## config.mk

```make
export PLATFORM = sky130hd
export DESIGN_NAME = sample_stuff_dithered_volume
export DESIGN_NICKNAME = d
export VERILOG_FILES = /design/src/sv/sdv_pkg.sv /design/src/sv/sdv_front.sv /design/src/sv/sdv_queue.sv /design/src/sv/sdv_back.sv /design/src/sv/sample_stuff_dithered_volume.sv
export SDC_FILE = /design/constraint.sdc
export NUM_CORES = 2
export LEC_CHECK = 0
export BUFFER_PORTS_ARGS = -buffer_cell sky130_fd_sc_hd__buf_4
export CAP_MARGIN = 10
export CORE_ASPECT_RATIO = 1.25
export CORE_MARGIN = 5
export CORE_UTILIZATION = 35
export DETAILED_ROUTE_END_ITERATION = 10
export PLACE_DENSITY_LB_ADDON = 0.08
export SLEW_MARGIN = 10
export SYNTH_ARGS = -nofsm -noshare
export SYNTH_HDL_FRONTEND = slang
export SYNTH_SLANG_ARGS = --single-unit
```

## constraint.sdc

```tcl
create_clock -name clk -period 18.53 [get_ports clk]
set_input_delay 1.853 -clock clk [delete_from_list [all_inputs] [get_ports clk]]
set_output_delay 1.853 -clock clk [all_outputs]
set_load 0.05 [all_outputs]
```

## src/sv/sdv_pkg.sv

```systemverilog
// shared types and constants for the sample-stuffing dithered volume block
package sdv_pkg;

  localparam int unsigned MAX_FRAME_LENGTH = 4096;
  localparam int unsigned FRAME_W          = 13;
  localparam int unsigned INDEX_W          = 12;
  localparam int unsigned GAIN_W           = 17;
  localparam int unsigned SAMPLE_W         = 16;
  localparam int unsigned CFG_INDEX_W      = 1;
  localparam int unsigned CFG_DATA_W       = 17;
  localparam int unsigned QUEUE_DEPTH      = 4;
  localparam int unsigned QUEUE_AW         = 2;

  localparam logic [FRAME_W-1:0]  FRAME_RESET = 13'd352;
  localparam logic [GAIN_W-1:0]   GAIN_UNITY  = 17'h10000;
  localparam logic [31:0]         LCG_SEED    = 32'd12345;
  localparam logic [31:0]         LCG_MULT    = 32'd69069;
  localparam logic [31:0]         LCG_INC     = 32'd3;

  // configuration register indexes
  localparam logic [CFG_INDEX_W-1:0] CFG_FRAME_LENGTH = 1'd0;
  localparam logic [CFG_INDEX_W-1:0] CFG_VOLUME_GAIN  = 1'd1;

  // stuffing modes
  localparam logic [1:0] STUFF_NONE   = 2'd0;
  localparam logic [1:0] STUFF_INSERT = 2'd1;
  localparam logic [1:0] STUFF_DROP   = 2'd2;

  typedef struct packed {
    logic signed [15:0] left_sample;
    logic signed [15:0] right_sample;
    logic [1:0]         stuff_mode;
    logic [11:0]        stuff_position;
  } in_item_t;

  typedef struct packed {
    logic signed [15:0] left_out;
    logic signed [15:0] right_out;
    logic               last_of_item;
  } out_item_t;

  // one pair waiting to be scaled
  typedef struct packed {
    logic signed [15:0] left;
    logic signed [15:0] right;
    logic               last;
  } job_t;

  typedef struct packed {
    logic push;
    job_t job;
  } push_req_t;

endpackage

```

## src/sv/sdv_front.sv

```systemverilog
// front end: frame position tracking, stuffing decision and pair averaging
module sdv_front (
  input  logic                           clk,
  input  logic                           rst,
  input  logic                           in_valid,
  output logic                           in_stall,
  input  sdv_pkg::in_item_t              in_data,
  input  logic [sdv_pkg::FRAME_W-1:0]    frame_length,
  input  logic                           queue_full,
  output sdv_pkg::push_req_t             push_req
);
  import sdv_pkg::*;

  logic [INDEX_W-1:0]  pair_index;
  logic signed [15:0]  held_left;
  logic signed [15:0]  held_right;
  logic                need_avg;
  logic                need_cur;
  job_t                avg_job;
  job_t                cur_job;

  logic                accept;
  logic                here;
  logic [FRAME_W-1:0]  len;
  logic [FRAME_W-1:0]  index_inc;
  logic signed [16:0]  sum_left;
  logic signed [16:0]  sum_right;

  assign in_stall = need_avg | need_cur;
  assign accept   = in_valid & ~in_stall;
  assign here     = (pair_index == in_data.stuff_position);

  // clamp frame length to 1..MAX_FRAME_LENGTH
  always_comb begin
    if (frame_length == '0) begin
      len = FRAME_W'(1);
    end else if (frame_length > FRAME_W'(MAX_FRAME_LENGTH)) begin
      len = FRAME_W'(MAX_FRAME_LENGTH);
    end else begin
      len = frame_length;
    end
  end

  assign index_inc = {1'b0, pair_index} + FRAME_W'(1);

  // floor average with the held pair
  assign sum_left  = 17'(held_left) + 17'(in_data.left_sample);
  assign sum_right = 17'(held_right) + 17'(in_data.right_sample);

  // push the average first, then the current pair
  always_comb begin
    push_req.push = 1'b0;
    push_req.job  = cur_job;
    if (!queue_full) begin
      if (need_avg) begin
        push_req.push = 1'b1;
        push_req.job  = avg_job;
      end else if (need_cur) begin
        push_req.push = 1'b1;
      end
    end
  end

  // item capture and frame state
  always_ff @(posedge clk) begin
    if (rst) begin
      pair_index <= '0;
      held_left  <= '0;
      held_right <= '0;
      need_avg   <= 1'b0;
      need_cur   <= 1'b0;
    end else begin
      if (accept) begin
        need_avg   <= here && (in_data.stuff_mode == STUFF_INSERT);
        need_cur   <= !(here && (in_data.stuff_mode == STUFF_DROP));
        held_left  <= in_data.left_sample;
        held_right <= in_data.right_sample;
        if (index_inc >= len) begin
          pair_index <= '0;
        end else begin
          pair_index <= index_inc[INDEX_W-1:0];
        end
      end else if (push_req.push) begin
        if (need_avg) begin
          need_avg <= 1'b0;
        end else begin
          need_cur <= 1'b0;
        end
      end
    end
  end

  // payload registers
  always_ff @(posedge clk) begin
    if (accept) begin
      avg_job.left  <= sum_left[16:1];
      avg_job.right <= sum_right[16:1];
      avg_job.last  <= 1'b0;
      cur_job.left  <= in_data.left_sample;
      cur_job.right <= in_data.right_sample;
      cur_job.last  <= 1'b1;
    end
  end

  a_no_push_when_full: assert property (@(posedge clk) disable iff (rst)
    queue_full |-> !push_req.push)
    else $error("front pushed into a full queue");

  a_avg_before_cur: assert property (@(posedge clk) disable iff (rst)
    need_avg |-> need_cur)
    else $error("average pending without its current pair");

  a_index_in_frame: assert property (@(posedge clk) disable iff (rst)
    accept |=> ({1'b0, pair_index} < len || len != $past(len)))
    else $error("pair index beyond frame");

endmodule

```

## src/sv/sdv_queue.sv

```systemverilog
// short queue of pending pairs between the front and back ends
module sdv_queue (
  input  logic               clk,
  input  logic               rst,
  input  sdv_pkg::push_req_t push_req,
  input  logic               pop,
  output sdv_pkg::job_t      head,
  output logic               empty,
  output logic               full
);
  import sdv_pkg::*;

  job_t                 mem [QUEUE_DEPTH];
  logic [QUEUE_AW-1:0]  wr_ptr;
  logic [QUEUE_AW-1:0]  rd_ptr;
  logic [QUEUE_AW:0]    count;

  assign empty = (count == '0);
  assign full  = (count == (QUEUE_AW+1)'(QUEUE_DEPTH));
  assign head  = mem[rd_ptr];

  // storage
  always_ff @(posedge clk) begin
    if (push_req.push) begin
      mem[wr_ptr] <= push_req.job;
    end
  end

  // pointers and fill count
  always_ff @(posedge clk) begin
    if (rst) begin
      wr_ptr <= '0;
      rd_ptr <= '0;
      count  <= '0;
    end else begin
      if (push_req.push) begin
        wr_ptr <= wr_ptr + QUEUE_AW'(1);
      end
      if (pop) begin
        rd_ptr <= rd_ptr + QUEUE_AW'(1);
      end
      if (push_req.push && !pop) begin
        count <= count + (QUEUE_AW+1)'(1);
      end else if (pop && !push_req.push) begin
        count <= count - (QUEUE_AW+1)'(1);
      end
    end
  end

  a_count_bound: assert property (@(posedge clk) disable iff (rst)
    count <= (QUEUE_AW+1)'(QUEUE_DEPTH))
    else $error("queue count overflow");

  a_no_pop_empty: assert property (@(posedge clk) disable iff (rst)
    empty |-> !pop)
    else $error("pop from empty queue");

  a_no_push_full: assert property (@(posedge clk) disable iff (rst)
    full |-> !push_req.push)
    else $error("push into full queue");

endmodule

```

## src/sv/sdv_back.sv

```systemverilog
// back end: gain multiply, lcg dither and output register
module sdv_back (
  input  logic                         clk,
  input  logic                         rst,
  input  sdv_pkg::job_t                head,
  input  logic                         empty,
  output logic                         pop,
  input  logic [sdv_pkg::GAIN_W-1:0]   volume_gain,
  output logic                         out_valid,
  input  logic                         out_stall,
  output sdv_pkg::out_item_t           out_data
);
  import sdv_pkg::*;

  typedef enum logic [2:0] {
    S_IDLE, S_ML, S_AL, S_MR, S_AR
  } state_t;

  state_t              state;
  job_t                job;
  logic [31:0]         prod;
  logic [31:0]         lcg_state;
  logic [15:0]         dither_newest;
  logic [15:0]         dither_previous;
  logic signed [15:0]  res_left;

  logic                dither_on;
  logic [31:0]         lcg_next;
  logic signed [15:0]  mul_in;
  logic [31:0]         prod_full;
  logic [31:0]         acc;
  logic                out_free;

  assign dither_on = ~volume_gain[GAIN_W-1];
  assign lcg_next  = lcg_state * LCG_MULT + LCG_INC;
  assign mul_in    = (state == S_ML) ? job.left : job.right;
  assign prod_full = 32'(mul_in) * 32'($signed({1'b0, volume_gain}));
  assign out_free  = ~out_valid | ~out_stall;
  assign pop       = (state == S_IDLE) && !empty;

  // product, plus the dither difference when dither is on
  always_comb begin
    acc = prod;
    if (dither_on) begin
      acc = prod + {{16{dither_newest[15]}}, dither_newest}
                 - {{16{dither_previous[15]}}, dither_previous};
    end
  end

  // sequencer, dither state and output register
  always_ff @(posedge clk) begin
    if (rst) begin
      state           <= S_IDLE;
      lcg_state       <= LCG_SEED;
      dither_newest   <= '0;
      dither_previous <= '0;
      out_valid       <= 1'b0;
    end else begin
      // load a new result or release the accepted one
      if (state == S_AR && out_free) begin
        out_valid <= 1'b1;
      end else if (out_valid && !out_stall) begin
        out_valid <= 1'b0;
      end
      case (state)
        S_IDLE: begin
          if (!empty) begin
            state <= S_ML;
          end
        end
        S_ML, S_MR: begin
          if (dither_on) begin
            lcg_state       <= lcg_next;
            dither_previous <= dither_newest;
            dither_newest   <= lcg_next[15:0];
          end
          state <= (state == S_ML) ? S_AL : S_AR;
        end
        S_AL: begin
          state <= S_MR;
        end
        S_AR: begin
          if (out_free) begin
            out_data.left_out     <= res_left;
            out_data.right_out    <= acc[31:16];
            out_data.last_of_item <= job.last;
            state                 <= S_IDLE;
          end
        end
        default: begin
          state <= S_IDLE;
        end
      endcase
    end
  end

  // datapath registers
  always_ff @(posedge clk) begin
    if (pop) begin
      job <= head;
    end
    if (state == S_ML || state == S_MR) begin
      prod <= prod_full;
    end
    if (state == S_AL) begin
      res_left <= acc[31:16];
    end
  end

  a_lcg_only_dither: assert property (@(posedge clk) disable iff (rst)
    !$stable(lcg_state) |-> $past(dither_on))
    else $error("lcg advanced without dither");

  a_no_overwrite: assert property (@(posedge clk) disable iff (rst)
    (out_valid && out_stall) |=> $stable(out_data))
    else $error("held result overwritten");

  a_pop_only_idle: assert property (@(posedge clk) disable iff (rst)
    pop |=> state == S_ML)
    else $error("pop did not start a pair");

endmodule

```

## src/sv/sample_stuff_dithered_volume.sv

```systemverilog
// top level of the sample-stuffing dithered volume block
// an accepted request is registered in the front end, pushed into the queue, then scaled by the back end
// the back end takes one pair at a time: pop, left multiply, left add, right multiply, right add
// one request gives one result, or two with an inserted pair (the average first); a dropped pair gives none
// the front end and the queue let new requests in while the back end works
// reset (rst, synchronous): frame length 352, unity gain, lcg seed 12345, state cleared
module sample_stuff_dithered_volume (
  input  logic                              clk,
  input  logic                              rst,
  input  logic                              in_valid,
  output logic                              in_stall,
  input  sdv_pkg::in_item_t                 in_data,
  output logic                              out_valid,
  input  logic                              out_stall,
  output sdv_pkg::out_item_t                out_data,
  input  logic                              cfg_we,
  input  logic [sdv_pkg::CFG_INDEX_W-1:0]   cfg_index,
  input  logic [sdv_pkg::CFG_DATA_W-1:0]    cfg_data
);
  import sdv_pkg::*;

  logic [FRAME_W-1:0]  frame_length;
  logic [GAIN_W-1:0]   volume_gain;
  push_req_t           push_req;
  job_t                head;
  logic                empty;
  logic                full;
  logic                pop;

  // configuration registers
  always_ff @(posedge clk) begin
    if (rst) begin
      frame_length <= FRAME_RESET;
      volume_gain  <= GAIN_UNITY;
    end else if (cfg_we) begin
      case (cfg_index)
        CFG_FRAME_LENGTH: frame_length <= cfg_data[FRAME_W-1:0];
        CFG_VOLUME_GAIN:  volume_gain  <= cfg_data[GAIN_W-1:0];
        default: begin
        end
      endcase
    end
  end

  sdv_front u_front (
    .clk          (clk),
    .rst          (rst),
    .in_valid     (in_valid),
    .in_stall     (in_stall),
    .in_data      (in_data),
    .frame_length (frame_length),
    .queue_full   (full),
    .push_req     (push_req)
  );

  sdv_queue u_queue (
    .clk      (clk),
    .rst      (rst),
    .push_req (push_req),
    .pop      (pop),
    .head     (head),
    .empty    (empty),
    .full     (full)
  );

  sdv_back u_back (
    .clk         (clk),
    .rst         (rst),
    .head        (head),
    .empty       (empty),
    .pop         (pop),
    .volume_gain (volume_gain),
    .out_valid   (out_valid),
    .out_stall   (out_stall),
    .out_data    (out_data)
  );

endmodule

```

Word level (Yosys, flattened, before mapping). Memory sizes are Yosys's and may differ from the RTL's. A register that Yosys moved wholly into a read port is not among the register bits. Index checks and enable logic that the tools add are counted.

Register bits after elaboration: 296. Bits in latches: 0. Memory bits (writable): 132. ROM bits: 0. Input port bits: 69. Output and inout port bits: 35. Word-level logic and storage cells: 109. Memories: 1.

Add/subtract/negate cells: 10. Multiply operators: 2. Divide/modulo/power cells: 0. Order comparisons: 2. Equality and inequality tests: 11. Shift operators: 0. Muxes and demuxes: 24. Bitwise logic cells: 9. Reduce and logical (&&, ||, !) cells: 26.

Memory list: u_queue.mem (depth 4, bits a word 33, rd ports 1, clocked after Yosys merged registers in 1, write ports 1, RTL line sdv_queue.sv:13) `job_t mem [QUEUE_DEPTH];`.

Operator list (count): $add A16 B16 Y17 (2); $mux W34 (1); $mux W33 (1); $add A32 B2 Y32 const B (1); $add A32 B32 Y32 (1); $mul A16 B18 Y32 (1); $mul A32 B17 Y32 const B (1); $mux W32 (1); $sub A32 B32 Y32 (1); $mux W13 (2); $mux W16 (1); $mux W3 (5); $add A12 B1 Y13 const B (1); $ge A13 B13 Y1 (1); $gt A13 B13 Y1 const B (1); $logic_not A13 Y1 (1); $eq A12 B12 Y1 (1); $mux W12 (1); $pmux W3 S4 (1); $mux W1 (11); $reduce_and A2 Y1 (5); $logic_and A1 B1 Y1 (7); $eq A3 B2 Y1 const B (2); $eq A3 B3 Y1 const B (2); other kinds (17) (32).

Longest topological paths before layout.
Depth after elaboration: 7. Depth in mapped cells: 27. Gate-level depth less buffers: 25.

Cells and area by module. Synthesis repeated with hierarchy kept, for this count alone.

Cell total of the unflattened synthesis: 2807. Area total of the unflattened synthesis: 31222.4 µm².

Modules (own cells, without submodules): sdv_back (instances 1, cells each 1870, area an instance 18592.8 µm², sequential area each 4264.1 µm²); sdv_front (instances 1, cells each 596, area an instance 6069.6 µm², sequential area each 2842.7 µm²); sdv_queue (instances 1, cells each 217, area an instance 5237.5 µm², sequential area each 4144.0 µm²); sample_stuff_dithered_volume (instances 1, cells each 124, area an instance 1322.5 µm², sequential area each 600.6 µm²).

Worst setup path before layout. Ideal clock, no wire load.

Kind: register to register. Start point: register u_back.state[2]. End point: register u_back.prod[31] (data pin). Setup time: 0.260 ns. Arrival time: 6.972 ns. Data required time: 18.270 ns. Path slack: 11.298 ns. Cell stages (with the launch flop): 28. Buffers on the path: 2. Period minus slack after synthesis: 7.232 ns. Cells stage by stage: dfxtp_1 > nand2b_1 > nor2_1 > buf_2 > mux2_2 > clkbuf_1 > nand2_1 > fa_1 > inv_1 > fa_1 > inv_1 > fa_1 > inv_1 > fa_1 > fa_1 > inv_1 > fa_1 > inv_1 > ha_1 > and2_1 > a221o_1 > a21o_1 > a211o_1 > o221ai_2 > a21oi_1 > a211oi_2 > a21oi_1 > xnor2_1.

Cells in the longest elaborated chain, start to end: 3.

Ends and longest elaborated chain: start, declared (RTL line sdv_back.sv:19) `state_t state;`; start signal, assigned (RTL line sdv_back.sv:77) `state <= (state == S_ML) ? S_AL : S_AR;`; $eq A3 B1 Y1 (RTL line sdv_back.sv:36) `assign mul_in = (state == S_ML) ? job.left : job.right;`; $mux W16 (RTL line sdv_back.sv:36); $mul A16 B18 Y32 (RTL line sdv_back.sv:37) `assign prod_full = 32'(mul_in) * 32'($signed({1'b0, volume_gain}));`; via u_back.prod_full[31] (RTL line sdv_back.sv:30) `logic [31:0] prod_full;`; end signal, assigned (RTL line sdv_back.sv:103) `prod <= prod_full;`; end, declared (RTL line sdv_back.sv:21) `logic [31:0] prod;`.

The timed path passes the listed nets, and every way through them passes these cells. A chain may end at the register's enable or synchronous reset.

Worst setup path after layout.
Start point: register u_back.state[0]. End point: register u_back.prod[31] (data pin).

Same word-level chain as after synthesis.

==> flow_metrics.tcl <==
set metrics [dict create \
    die_w_um 274 \
    synthTopCellsByArea "edfxtp_1 30%, fa_1 18%, ha_1 11%" \
    fin_skew_ns 0.0309 \
    outcome "finished clean" \
    finalNetCount 3515 \
    synth_seq_cells 435 \
    max_freq_ghz 0.134 \
    worst_pin_slew_ns 1.03 \
    drc_errors 0 \
    whs_ns 0.418 \
    yosysWarnings 0 \
    fp-row-count 121 \
    syn2layout_area_growth_pct 12.6 \
    grt_max_degree 68 \
    layout-drive-gt1-share 0.106 \
    irDropWorstVdd_uv 185 \
    min_from "u_back.res_left[0]" \
    synthTopCellsByCount "466 x inv_1, 388 x nand2_1, 310 x edfxtp_1, 277 x fa_1, 268 x ha_1" \
    hold_buffers 0 \
    portBuffers 103 \
    seqPwrFrac 0.226 \
    dp_hpwl_um 56100 \
    grt_pass1_vias 21028 \
    via_per_inst 4.71 \
    synth_most_common_cell "inv_1" \
    syn_nets 3424 \
    wirelength_um 74500 \
    synth_edf_count 310 \
    post-cts-setup-buffers 0 \
    setup_ws_ns 11.08 \
    crit_start "u_back.state[0]" \
    synth_area_per_cell_um2 10.9 \
    grtUsageTotal 0.161 \
    cts_tree "built" \
    cell_internal_pwr_mw 3.57 \
    design_area_mm2 0.0345 \
    cp-start-kind "flop" \
    clock-sinks 435 \
    antenna_found_initial 0 \
    maxCapViolCount 0 \
    die-area_mm2 0.0935 \
    yosys.area.top_type "edfxtp_1" \
    postLayoutCoreUtil 0.396 \
    htreeDepth 2 \
    power.share.switching 0.438 \
    slew_headroom 0.312 \
    reg2reg_from "u_back.state[0]" \
    fillCellCount 8504 \
    hold_class "flop to flop" \
    root_buffer "clkbuf_16" \
    instances_no_fill 4113 \
    post_cts_resized 0 \
    synth-main-ff-cell "edfxtp_1" \
    boundaryPins 104 \
    antenna_left 0 \
    multi_input_area_mm2 0.0167 \
    place_inst 4016 \
    rsz0062_at_grt "false" \
    required_ns 18.88 \
    p_comb_frac 0.612 \
    fin_crit_sh 0.402 \
    numCtsBuffers 51 \
    leakage_nw 14.7 \
    tns_ns 0 \
    netlist_instances 2810 \
    ys_seq_area_frac 0.386 \
    async_reset_ff_frac 0 \
    die_h_um 341 \
    dpl_cell_area_mm2 0.0327 \
    worstSetupPathType "flop to flop" \
    initial_utilization 0.352 \
    first_pass_iters 6 \
    p_per_area_mw_per_mm2 185 \
    yosysTopAreaCellShare 0.304 \
    slew_violations 0 \
    final-setup-viol-count 0 \
    routabilityCongestion 0.824 \
    switching_power_mw 2.78 \
    arrival_ns 7.80 \
    wl_per_cell_um 18.1 \
    worst-path-max-fanout 17 \
    fin_crit_ns 7.45 \
    grt_pass1_wl_um 119000 \
    cts_buffer_depth 3 \
    clock_latency_ns 0.63 \
    totalPowerFinal_mw 6.36 \
    grt_overflow 0 \
    seq_area_mm2 0.0118 \
    synth_cell_types 64 \
    p_clk_frac 0.162 \
    path_clk_slew_ns 0.06 \
    place_ws_ns 11.07 \
    core_mm2 0.0869 \
    crit_path_end_kind "flop" \
    post_synth_instance_area_mm2 0.0306 \
    drtIter0Drc 814 \
    hold_viol 0 \
    vias 19386 \
]
-- power groups by stage --
stage                     Sequential (mW)  Combinational, mW  Clock (mW)
final                                1.44               3.89        1.03
after global routing                 1.45               4.47        1.11
after CTS                            1.44               3.97        1.07
after detailed placement             1.46               3.92           0
after global placement               1.46               3.86           0
after floorplan                      1.41               2.93           0
-- cell usage in the layout (no fill, tap or decap), types with 11 or more instances in the layout --
| cell type | Yosys | layout |
|---|---|---|
| a211oi_1 | 13 | 13 |
| a21o_1 | 20 | 20 |
| a21oi_1 | 144 | 144 |
| and2_1 | 82 | 82 |
| buf_4 | 0 | 127 |
| clkbuf_1 | 80 | 12 |
| clkbuf_16 | 0 | 52 |
| dfxtp_1 | 125 | 123 |
| edfxtp_1 | 310 | 310 |
| fa_1 | 277 | 277 |
| ha_1 | 268 | 268 |
| inv_1 | 466 | 466 |
| mux2_2 | 43 | 43 |
| mux4_2 | 33 | 33 |
| nand2_1 | 388 | 388 |
| nand2b_1 | 18 | 17 |
| nand3_1 | 19 | 19 |
| nor2_1 | 82 | 81 |
| nor2b_1 | 73 | 73 |
| nor3_1 | 30 | 29 |
| o21ai_0 | 58 | 58 |
| or2_2 | 11 | 11 |
| xnor2_1 | 91 | 91 |
| xor2_1 | 28 | 28 |
-- logic make-up (layout without fill, tap and decap cells) --
logic type | count (synthesis) | in the layout | synth area share
buffers and inverters | 556 | 690 | 0.0683
flip-flops | 435 | 435 | 0.386
XOR/XNOR | 119 | 119 | 0.0341
AO/OA/AOI/OAI | 321 | 321 | 0.0642
AND/OR/NAND/NOR | 750 | 750 | 0.114
adder cells (fa/ha/maj) | 545 | 545 | 0.291
multiplexers | 84 | 84 | 0.0427
other | 0 | 1 | 0
-- metal layers --
layer | GRT usage | vias up | routed length [µm]
met5 | 0 | - | 0
met4 | 0.0482 | 0 | 2280
met2 | 0.296 | 280 | 38800
met3 | 0.0214 | 96 | 2320
met1 | 0.196 | 9608 | 31100
li1 | - | 9402 | -
-- cell type report --
cell class | instances | share of cell area
antenna | 1 | 0.0000726
clock buffer | 68 | 0.0405
clock inverter | 28 | 0.0102
inverter | 467 | 0.0509
multi-input combinational | 1819 | 0.485
sequential | 435 | 0.343
tap | 1168 | 0.0424
timing repair buffer | 127 | 0.0277
-- state kept, by name, indices dropped and copies added (netlist names), 16 cells and up --
name	flops
u_queue.mem	132
u_back.job	33
u_back.out_data	33
u_back.prod	32
u_front.avg_job	32
u_front.cur_job	32
volume_gain	17
u_back.dither_previous	16
u_back.lcg_state	16
u_back.res_left	16
u_front.held_left	16
u_front.held_right	16
-- critical path: stages (launching register included) --
cell      delay [ns]
dfxtp_1         0.46
nand2b_1        0.15
nor2_1          0.11
buf_4           0.27
mux2_2          0.53
and2_1          0.24
fa_1            0.53
inv_1           0.06
fa_1            0.53
inv_1           0.05
fa_1            0.51
fa_1            0.43
fa_1            0.49
inv_1           0.05
fa_1            0.47
inv_1           0.04
ha_1            0.32
and2_1          0.20
a221o_1         0.37
a21o_1          0.19
a211o_1         0.30
o221ai_2        0.21
a21oi_1         0.16
a211oi_2        0.27
a21oi_1         0.12
xnor2_1         0.13
-- worst paths after layout --
path                                            end  depth (start not counted)  slack, ns
worst min register to register  u_back.out_data[17]                          0       0.42
worst max register to register      u_back.prod[31]                         25      11.08
worst min-delay path            u_back.out_data[17]                          0       0.42
worst max-delay path                u_back.prod[31]                         25      11.08
Power figures use the tool's default switching activity.
